**src/rtl/pbt_pkg.sv**
```systemverilog
// ----------------------------------------------------------------------------
// pbt_pkg
// Types, codes and sizes shared by the partition budget tracker.
// ----------------------------------------------------------------------------
package pbt_pkg;

  localparam int SLOTS   = 16;
  localparam int SLOT_AW = (SLOTS > 1) ? $clog2(SLOTS) : 1;

  localparam logic [2:0] ACT_RESET_ALL  = 3'd0;
  localparam logic [2:0] ACT_CREATE     = 3'd1;
  localparam logic [2:0] ACT_DESTROY    = 3'd2;
  localparam logic [2:0] ACT_RESET_PART = 3'd3;
  localparam logic [2:0] ACT_ALLOC      = 3'd4;
  localparam logic [2:0] ACT_QUERY      = 3'd5;

  localparam logic [1:0] STAT_OK       = 2'd0;
  localparam logic [1:0] STAT_NO_FIT   = 2'd1;
  localparam logic [1:0] STAT_INACTIVE = 2'd2;

  localparam int PADDR_W = 3;

  typedef struct packed {
    logic [2:0]  action;
    logic [3:0]  slot_index;
    logic [31:0] request_size;
  } req_t;

  typedef struct packed {
    logic [1:0]  status;
    logic [3:0]  granted_slot;
    logic [31:0] slot_free;
    logic [31:0] slot_total;
    logic [31:0] pool_free;
  } rsp_t;

  typedef struct packed {
    logic [31:0] total;
    logic [31:0] free;
  } slot_entry_t;

  typedef struct packed {
    logic               en;
    logic [SLOT_AW-1:0] addr;
    slot_entry_t        data;
  } mem_wr_t;

  typedef struct packed {
    logic               en;
    logic [SLOT_AW-1:0] addr;
  } mem_rd_t;

endpackage

```
**src/rtl/pbt_apb_regs.sv**
```systemverilog
// ----------------------------------------------------------------------------
// pbt_apb_regs
// APB register file holding the pool size.
// ----------------------------------------------------------------------------
module pbt_apb_regs (
  input  logic                         clk,
  input  logic                         rst,
  input  logic                         psel,
  input  logic                         penable,
  input  logic                         pwrite,
  input  logic [pbt_pkg::PADDR_W-1:0]  paddr,
  input  logic [31:0]                  pwdata,
  output logic [31:0]                  prdata,
  output logic                         pready,
  output logic [31:0]                  pool_size
);

  logic hit;

  assign pready = 1'b1;
  assign hit    = (paddr[pbt_pkg::PADDR_W-1] == 1'b0);

  always_ff @(posedge clk) begin
    if (rst) begin
      pool_size <= 32'd0;
    end else if (psel && penable && pwrite && hit) begin
      pool_size <= pwdata;
    end
  end

  assign prdata = hit ? pool_size : 32'd0;

endmodule

```
**src/rtl/pbt_slot_mem.sv**
```systemverilog
// ----------------------------------------------------------------------------
// pbt_slot_mem
// Slot amount memory: one write port, one registered read port.
// ----------------------------------------------------------------------------
module pbt_slot_mem (
  input  logic                  clk,
  input  pbt_pkg::mem_rd_t      rd,
  output pbt_pkg::slot_entry_t  rd_data,
  input  pbt_pkg::mem_wr_t      wr
);

  pbt_pkg::slot_entry_t mem [pbt_pkg::SLOTS];

  always_ff @(posedge clk) begin
    if (wr.en) begin
      mem[wr.addr] <= wr.data;
    end
  end

  always_ff @(posedge clk) begin
    if (rd.en) begin
      rd_data <= mem[rd.addr];
    end
  end

endmodule

```
**src/rtl/partition_budget_tracker.sv**
```systemverilog
// ----------------------------------------------------------------------------
// partition_budget_tracker
// Pool budget tracker over partition slots; slot amounts kept in memory.
// ----------------------------------------------------------------------------
// The slot memory read is registered, then the request commits to the
// response register with write-back, waiting while a stalled response is held;
// the next is taken after that commit, and may transfer while a response waits.
// Reset: slot active flags, pool free amount and pool size clear at once;
// slot memory is not cleared (inactive slots read as zero).
module partition_budget_tracker (
  input  logic                         clk,
  input  logic                         rst,
  input  logic                         req_valid,
  output logic                         req_ready,
  input  pbt_pkg::req_t                req,
  output logic                         rsp_valid,
  input  logic                         rsp_ready,
  output pbt_pkg::rsp_t                rsp,
  input  logic                         psel,
  input  logic                         penable,
  input  logic                         pwrite,
  input  logic [pbt_pkg::PADDR_W-1:0]  paddr,
  input  logic [31:0]                  pwdata,
  output logic [31:0]                  prdata,
  output logic                         pready
);

  localparam logic ST_IDLE = 1'b0;
  localparam logic ST_EXEC = 1'b1;

  logic                          state;
  logic                          state_next;
  pbt_pkg::req_t                 req_q;
  logic [pbt_pkg::SLOTS-1:0]     active;
  logic [pbt_pkg::SLOTS-1:0]     active_next;
  logic [31:0]                   pool_free;
  logic [31:0]                   pool_free_next;
  logic [31:0]                   pool_size;
  pbt_pkg::mem_rd_t              mem_rd;
  pbt_pkg::mem_wr_t              mem_wr;
  pbt_pkg::slot_entry_t          rd_data;
  pbt_pkg::rsp_t                 rsp_next;
  logic                          accept;
  logic                          commit;
  logic                          in_range;
  logic                          slot_on;
  logic [pbt_pkg::SLOT_AW-1:0]   addr;
  logic                          found;
  logic [pbt_pkg::SLOT_AW-1:0]   free_idx;
  logic [31:0]                   rep_free;
  logic [31:0]                   rep_total;

  pbt_apb_regs u_regs (
    .clk       (clk),
    .rst       (rst),
    .psel      (psel),
    .penable   (penable),
    .pwrite    (pwrite),
    .paddr     (paddr),
    .pwdata    (pwdata),
    .prdata    (prdata),
    .pready    (pready),
    .pool_size (pool_size)
  );

  pbt_slot_mem u_mem (
    .clk     (clk),
    .rd      (mem_rd),
    .rd_data (rd_data),
    .wr      (mem_wr)
  );

  assign req_ready = (state == ST_IDLE);
  assign accept    = req_valid && req_ready;
  assign commit    = (state == ST_EXEC) && (!rsp_valid || rsp_ready);

  assign mem_rd.en   = accept;
  assign mem_rd.addr = pbt_pkg::SLOT_AW'(req.slot_index);

  assign in_range  = ({28'd0, req_q.slot_index} < 32'(pbt_pkg::SLOTS));
  assign addr      = pbt_pkg::SLOT_AW'(req_q.slot_index);
  assign slot_on   = in_range && active[addr];
  assign rep_free  = slot_on ? rd_data.free : 32'd0;
  assign rep_total = slot_on ? rd_data.total : 32'd0;

  // lowest inactive slot
  always_comb begin
    found    = 1'b0;
    free_idx = '0;
    for (int s = pbt_pkg::SLOTS - 1; s >= 0; s--) begin
      if (!active[s]) begin
        found    = 1'b1;
        free_idx = pbt_pkg::SLOT_AW'(s);
      end
    end
  end

  always_comb begin
    active_next           = active;
    pool_free_next        = pool_free;
    mem_wr.en             = 1'b0;
    mem_wr.addr           = addr;
    mem_wr.data           = rd_data;
    rsp_next.status       = pbt_pkg::STAT_OK;
    rsp_next.granted_slot = req_q.slot_index;
    rsp_next.slot_free    = rep_free;
    rsp_next.slot_total   = rep_total;
    case (req_q.action)
      pbt_pkg::ACT_RESET_ALL: begin
        active_next         = '0;
        pool_free_next      = pool_size;
        rsp_next.slot_free  = 32'd0;
        rsp_next.slot_total = 32'd0;
      end
      pbt_pkg::ACT_CREATE: begin
        if (found && (req_q.request_size <= pool_free)) begin
          active_next[free_idx] = 1'b1;
          pool_free_next        = pool_free - req_q.request_size;
          mem_wr.en             = 1'b1;
          mem_wr.addr           = free_idx;
          mem_wr.data.total     = req_q.request_size;
          mem_wr.data.free      = req_q.request_size;
          rsp_next.granted_slot = 4'(free_idx);
          rsp_next.slot_free    = req_q.request_size;
          rsp_next.slot_total   = req_q.request_size;
        end else begin
          rsp_next.status = pbt_pkg::STAT_NO_FIT;
        end
      end
      pbt_pkg::ACT_DESTROY: begin
        if (!slot_on) begin
          rsp_next.status = pbt_pkg::STAT_INACTIVE;
        end else begin
          active_next[addr]   = 1'b0;
          rsp_next.slot_free  = 32'd0;
          rsp_next.slot_total = 32'd0;
        end
      end
      pbt_pkg::ACT_RESET_PART: begin
        if (!slot_on) begin
          rsp_next.status = pbt_pkg::STAT_INACTIVE;
        end else begin
          mem_wr.en          = 1'b1;
          mem_wr.data.free   = rd_data.total;
          rsp_next.slot_free = rd_data.total;
        end
      end
      pbt_pkg::ACT_ALLOC: begin
        if (!slot_on) begin
          rsp_next.status = pbt_pkg::STAT_INACTIVE;
        end else if (rd_data.free < req_q.request_size) begin
          rsp_next.status = pbt_pkg::STAT_NO_FIT;
        end else begin
          mem_wr.en          = 1'b1;
          mem_wr.data.free   = rd_data.free - req_q.request_size;
          rsp_next.slot_free = rd_data.free - req_q.request_size;
        end
      end
      default: begin
        if (!slot_on) begin
          rsp_next.status = pbt_pkg::STAT_INACTIVE;
        end
      end
    endcase
    rsp_next.pool_free = pool_free_next;
    mem_wr.en = mem_wr.en && commit;
  end

  always_comb begin
    state_next = state;
    case (state)
      ST_IDLE: begin
        if (accept) begin
          state_next = ST_EXEC;
        end
      end
      ST_EXEC: begin
        if (commit) begin
          state_next = ST_IDLE;
        end
      end
      default: begin
        state_next = ST_IDLE;
      end
    endcase
  end

  always_ff @(posedge clk) begin
    if (rst) begin
      state     <= ST_IDLE;
      active    <= '0;
      pool_free <= 32'd0;
      rsp_valid <= 1'b0;
    end else begin
      state <= state_next;
      if (commit) begin
        active    <= active_next;
        pool_free <= pool_free_next;
        rsp_valid <= 1'b1;
      end else if (rsp_ready) begin
        rsp_valid <= 1'b0;
      end
    end
  end

  always_ff @(posedge clk) begin
    if (accept) begin
      req_q <= req;
    end
    if (commit) begin
      rsp <= rsp_next;
    end
  end

endmodule

```
**config.mk**
```make
export PLATFORM = sky130hd
export DESIGN_NAME = partition_budget_tracker
export DESIGN_NICKNAME = d
export VERILOG_FILES = /design/src/rtl/pbt_pkg.sv /design/src/rtl/pbt_apb_regs.sv /design/src/rtl/pbt_slot_mem.sv /design/src/rtl/partition_budget_tracker.sv
export SDC_FILE = /design/constraint.sdc
export NUM_CORES = 1
export LEC_CHECK = 0
export BUFFER_PORTS_ARGS = -buffer_cell sky130_fd_sc_hd__buf_2
export CORE_MARGIN = 2
export CORE_UTILIZATION = 45
export DETAILED_ROUTE_END_ITERATION = 16
export GPL_ROUTABILITY_DRIVEN = 0
export PLACE_DENSITY_LB_ADDON = 0.2
export RECOVER_POWER = 50
export SYNTH_ARGS = -nofsm -noshare
export SYNTH_HDL_FRONTEND = slang
export SYNTH_HIERARCHICAL = 1
export SYNTH_SLANG_ARGS = --single-unit
```
**constraint.sdc**
```tcl
create_clock -name clk -period 11.1 [get_ports clk]
set_input_delay 1.665 -clock clk [delete_from_list [all_inputs] [get_ports clk]]
set_output_delay 1.665 -clock clk [all_outputs]
set_load 0.005 [all_outputs]
```
# Word-level counts from Yosys, hierarchy flattened
# Memories as Yosys holds them, arrays and structs flattened. A register that Yosys moved wholly into a read port is not among the register bits.
# Index checks and enable logic that the tools add are counted.
# W data, S select, Z words.
# op_classes
magnitude_cmp	6
addsub	2
muxes	76
n_eq_ne	6
n_reduce_logical	15
bitwise	5
# op_table
operator	n
$mux W32	10
$pmux W32 S3	2
$pmux W32 S5	1
$mux W69	1
$mux W4	17
$mux W68	1
$mux W64	1
$pmux W32 S2	1
$sub A32 B32 Y32	2
$pmux W16 S3	1
$mux W36	1
$le A32 B32 Y1	1
$lt A32 B32 Y1	1
$mux W16	2
$mux W1	30
$and A16 B16 Y16	1
$not A16 Y16	1
$or A16 B16 Y16	1
$lt A4 B5 Y1 const B	2
$logic_and A1 B1 Y1	9
$demux W1 S4	2
$ge A4 B1 Y1 const B	2
$eq A3 B2 Y1 const B	2
$pmux W2 S3	1
other kinds (14)	17
# totals
out_inout_bits	137
memories	1
reg_bits	223
elab_cells	124
inputBits	81
ram_bits	1024
# memory_table
name	words	width	read_ports	rd_ports_with_merged_regs	write_ports	line_no	source
u_mem.mem	16	64	1	1	1	pbt_slot_mem.sv:12	pbt_pkg::slot_entry_t mem [pbt_pkg::SLOTS];

# Longest topological paths before layout
# logic_depth
ltp_word	23
depth_mapped	16
ltp_nobuf	13

# Cells and area by module
# Netlist, hierarchy kept.
# modules_own_cells
mod	n_inst	area_each_um2	cells_per_inst	seq_area_each_um2
pbt_slot_mem	1	40222.3	1647	32671.3
partition_budget_tracker	1	13052.5	1500	5235.0
pbt_apb_regs	1	1696.6	177	640.6

# Worst setup path before layout
# OpenSTA, ideal clock, no wires.
# synth_path
path_kind	register -> register
from	register req_q[0] (netlist name)
to	memory u_mem/mem[0][0] (netlist name) (enable)
synth_period_minus_slack_ns	8.445
stages_incl_launch_ff	14
t_arrival_ns	7.881
setup_time_ns	0.565
n_path_buf	1
required_time_ns	10.535
setup_slack_ns	2.655
cell_sequence	edfxtp_1 -> ha_1 -> fa_1 -> nand2b_1 -> a21oi_1 -> o21ai_0 -> a2111oi_2 -> o211ai_1 -> a21oi_1 -> o21ai_4 -> buf_6 -> nor2_1 -> or3b_2 -> nor3_1
# synth_lines
item	line_no	source
start: declaration	partition_budget_tracker.sv:33	pbt_pkg::req_t req_q;
start signal: assignment	partition_budget_tracker.sv:208	req_q <= req;
end: declaration	pbt_slot_mem.sv:12	

# Worst setup path in the final report
# layout_path
from	input rsp_ready
to	register pool_free[15]
# layout_via
elab_chain_len	2
# layout_rtl
item	line_no	source
start: declaration	partition_budget_tracker.sv:17	input logic rsp_ready,
$logic_or A1 B1 Y1	partition_budget_tracker.sv:75	assign commit = (state == ST_EXEC) && (!rsp_valid || rsp_ready);
$logic_and A1 B1 Y1	partition_budget_tracker.sv:75	
end signal: assignment	partition_budget_tracker.sv:198	pool_free <= pool_free_next;
end: declaration	partition_budget_tracker.sv:36	logic [31:0] pool_free;
# No other way between the ends.
# A chain may end at the register's enable or synchronous reset.

==> flow_summary_export.csv <==
group,metric,value,unit
run_status,status,"complete, but fails checks",
run_status,violations,"max-capacitance violations, max-slew violations",
grt,overflow,0,
worst_setup_path,r2r_cells,12,
worst_setup_path,cp.required,11.82,ns
synth,ys_ff_latch,1311,
detailed_routing,wl_per_cell,29.1,microns
finish,drive_gt1_frac,0.175,
worst_setup_path,r2r_end,"u_mem/mem[11][37]$_DFFE_PP_",
timing,final.period_utilization,0.735,
detailed_routing,drt_wl_total,155,mm
power_and_ir_drop,leakage,21.0,nW
worst_setup_path,cp_max_fo,86,
finish,final_area,62200,sq um
detailed_routing,drt_first_pass_iters,6,
worst_setup_path,worstSetupPathType,"in2reg",
worst_setup_path,slowest_delay,3.46,ns
place,dp_slack,4.30,ns
worst_setup_path,crit_chain,"buf_2 -> nand2b_1 -> nand2_1 -> clkbuf_1 -> clkinvlp_2 -> buf_4 -> a21oi_1 -> a22o_1",
timing,hold_viol_final,0,
min_path,min_to,"u_regs/pool_size[5]$_SDFFE_PP0P_",
synth,synth-edff-count,1229,
clock_tree,cts_tree,"done",
timing,rsz0062_at_grt,"false",
die,rows,128,
clock_tree,post_cts_buffers,0,
timing,max_freq,0.123,GHz
clock_tree,clockRootBuffer,"clkbuf_16",
timing,setup_viol,0,
power_and_ir_drop,p_int,0.00851,W
place,post-dp-hpwl,92.8,mm
synth,ys_warn_count,6,
clock_tree,clock_sinks,1311,
synth,yosysSeqAreaShare,0.701,
timing,slew_violations,530,
worst_setup_path,regToRegStartpoint,"req_q[0]$_DFFE_PP_",
power_and_ir_drop,p_per_area,177,nW/um^2
min_path,hold_class,"reg2reg",
detailed_routing,antenna_left,0,
detailed_routing,vias_per_cell,6.06,
worst_setup_path,cp-end-kind,"flip-flop",
die,die_w,354,microns
timing,max_slew.worst_pin.slew,4.57,ns
timing,min_period,8.16,ns
job,cap_violations,15,
synth,ys.flop_type,"edfxtp_1",
die,die-area,125000,sq um
worst_setup_path,crit_slowest_cell,"clkinvlp_2",
worst_setup_path,cp.arrival,8.88,ns
power_and_ir_drop,pwr-share-seq,0.509,
finish,final_core_util,0.511,
synth,syn-instance-count,3324,
synth,avgSynthCellArea,16.5,sq um
place,portBuffers,214,
synth,syn-num-nets,3471,
power_and_ir_drop,swShare,0.225,
finish,syn_to_final_growth,13.1,%
place,place_area,57900,sq um
synth,async_reset_ff_frac,0,
grt,grt_usage,0.246,
die,chipHeight,354,microns
power_and_ir_drop,vdd_drop_max,0.168,mV
clock_tree,numCtsBuffers,137,
detailed_routing,vias,32200,
timing,fin_setup_tns,0,ns
worst_setup_path,reg2reg_slack,3.28,ns
clock_tree,holdBufCountCts,0,
worst_setup_path,setup.worst_path.start_class,"input pin",
grt,antenna_found_initial,5,
finish,nets,3723,
synth,syn_area,55000,sq um
clock_tree,post_cts_resized,0,
min_path,worstHoldPathCells,2,
die,core,122000,sq um
clock_tree,clock_path_buffers,3,
timing,max_slew_margin,-2.05,
grt,grt_max_degree,105,
grt,grt_pass1_vias,30900,
detailed_routing,drc,0,
clock_tree,clk_pin_slew,0.06,ns
power_and_ir_drop,clockPowerShare,0.423,
power_and_ir_drop,comb_power_share,0.068,
timing,fin_skew,0.0448,ns
clock_tree,htreeDepth,4,
clock_tree,insertion_delay,0.78,ns
grt,grt_pass1_wl,221,mm
synth,synth_cell_types,82,
die,start_util,0.452,
detailed_routing,drt-initial-drc-count,4135,
min_path,hold_start,"u_regs/pool_size[5]$_SDFFE_PP0P_",
timing,timing.final.ws_setup,2.94,ns
power_and_ir_drop,p_switching,0.00247,W
die,ios,218,
-- critical path, delay by kind of cell --
family / cells / cell delay (ns)
buf+inv: 4 / 5.67
compound gates: 2 / 1.22
simple gates: 2 / 0.22
-- sequential cells by signal (all words and copies together) (netlist names) --
register,flops
u_mem/mem,1024
rsp,102
u_mem/rd_data,64
req_q,35
pool_free,32
u_regs/pool_size,32
active,16
addr,4
rsp_valid,1
state,1
-- metrics by stage --
step                instances  hold slack, ns  total power, W
finish                   5313           0.488          0.0110
global route             5312           0.510          0.0113
CTS                      5312           0.497          0.0111
detailed placement       5062           0.487         0.00644
global placement         5062           0.475         0.00643
floorplan                3324           0.451         0.00616
-- synth_stat cells (all sizes together) (5+ instances only) --
| cell type | count | area (sq um) |
|---|---|---|
| o31a | 5 | 43.8 |
| or3 | 9 | 61.3 |
| buf | 79 | 543 |
| o211a | 5 | 50.1 |
| a211oi | 10 | 75.1 |
| and3 | 13 | 81.3 |
| a31oi | 16 | 100 |
| a221o | 11 | 110 |
| a32oi | 6 | 52.6 |
| nand4 | 21 | 131 |
| edfxtp | 1229 | 36900 |
| nand2b | 87 | 544 |
| clkbuf | 95 | 357 |
| nand2 | 323 | 1210 |
| and2 | 7 | 43.8 |
| o31ai | 6 | 45.0 |
| nand3 | 36 | 185 |
| or2 | 7 | 43.8 |
| o21a | 24 | 180 |
| o211ai | 14 | 110 |
| a21oi | 115 | 583 |
| xor2 | 14 | 123 |
| nor2b | 48 | 300 |
| o21bai | 6 | 45.0 |
| dfxtp | 82 | 1640 |
| inv | 65 | 244 |
| a21o | 66 | 495 |
| and4 | 7 | 61.3 |
| xnor2 | 32 | 280 |
| mux4 | 260 | 5860 |
| ha | 64 | 801 |
| a22o | 24 | 210 |
| o21ai | 137 | 704 |
| nor3 | 31 | 155 |
| a21boi | 5 | 37.5 |
| nor2 | 105 | 402 |
| a311oi | 6 | 52.6 |
| o22ai | 6 | 37.5 |
| mux2i | 38 | 393 |
| a22oi | 152 | 1140 |
-- worst max path at each step --
| stage | start | endpoint | slack (ns) | cells past startpoint |
|---|---|---|---|---|
| global placement | req_q[0]$_DFFE_PP_ | u_mem/mem[1][4]$_DFFE_PP_ | 4.32 | 14 |
| floorplan | req_q[0]$_DFFE_PP_ | u_mem/mem[0][0]$_DFFE_PP_ | 2.65 | 13 |
| CTS | req_q[0]$_DFFE_PP_ | u_mem/mem[1][3]$_DFFE_PP_ | 4.28 | 14 |
| finish | rsp_ready | pool_free[15]$_SDFFE_PP0P_ | 2.94 | 8 |
| detailed placement | req_q[0]$_DFFE_PP_ | u_mem/mem[1][8]$_DFFE_PP_ | 4.30 | 14 |
| global route | rsp_ready | pool_free[7]$_SDFFE_PP0P_ | 2.54 | 9 |
-- cell families after synthesis --
kind of cell    count (synthesis)  synth area share
flops                        1311             0.701
mux                           301             0.114
simple gates                  719            0.0623
compound gates                640            0.0786
buf+inv                       240            0.0209
other cells                     1         0.0000682
fa+ha+maj                      66            0.0153
xor+xnor                       46           0.00733
-- power by group through the flow --
| stage | Combinational, W | Sequential [W] | Clock, W |
|---|---|---|---|
| floorplan | 0.000499 | 0.00566 | 0 |
| global placement | 0.000743 | 0.00569 | 0 |
| detailed placement | 0.000749 | 0.00569 | 0 |
| CTS | 0.000752 | 0.00559 | 0.00473 |
| global route | 0.000808 | 0.00560 | 0.00491 |
| finish | 0.000745 | 0.00559 | 0.00464 |
-- per-layer routing --
layer | up-vias | track usage | part of all wire
met5 | - | 0 | 0.000084
met4 | 2 | 0.0768 | 0.029
li1 | 13700 | - | -
met1 | 16700 | 0.353 | 0.42
met2 | 1483 | 0.381 | 0.46
met3 | 228 | 0.0503 | 0.086
-- final cells by class --
type	instances	area, sq um
diodes	1	2.50
clock buffers	171	3780
fillers	9972	59400
repair buffers	287	1390
multi-input cells	1773	15400
well taps	1625	2030
clock inverters	79	772
inverters	66	249
flip-flops and latches	1311	38500
-- layout by cell type, fill, tap and decap left out, types with 82 or more instances in the layout --
master	n
o21ai_0	135
nand2b_1	87
edfxtp_1	1229
clkbuf_1	171
dfxtp_1	82
nor2_1	92
clkbuf_16	147
mux4_2	260
nand2_1	323
a22oi_1	152
a21oi_1	113
Power figures use the tool's default switching activity.
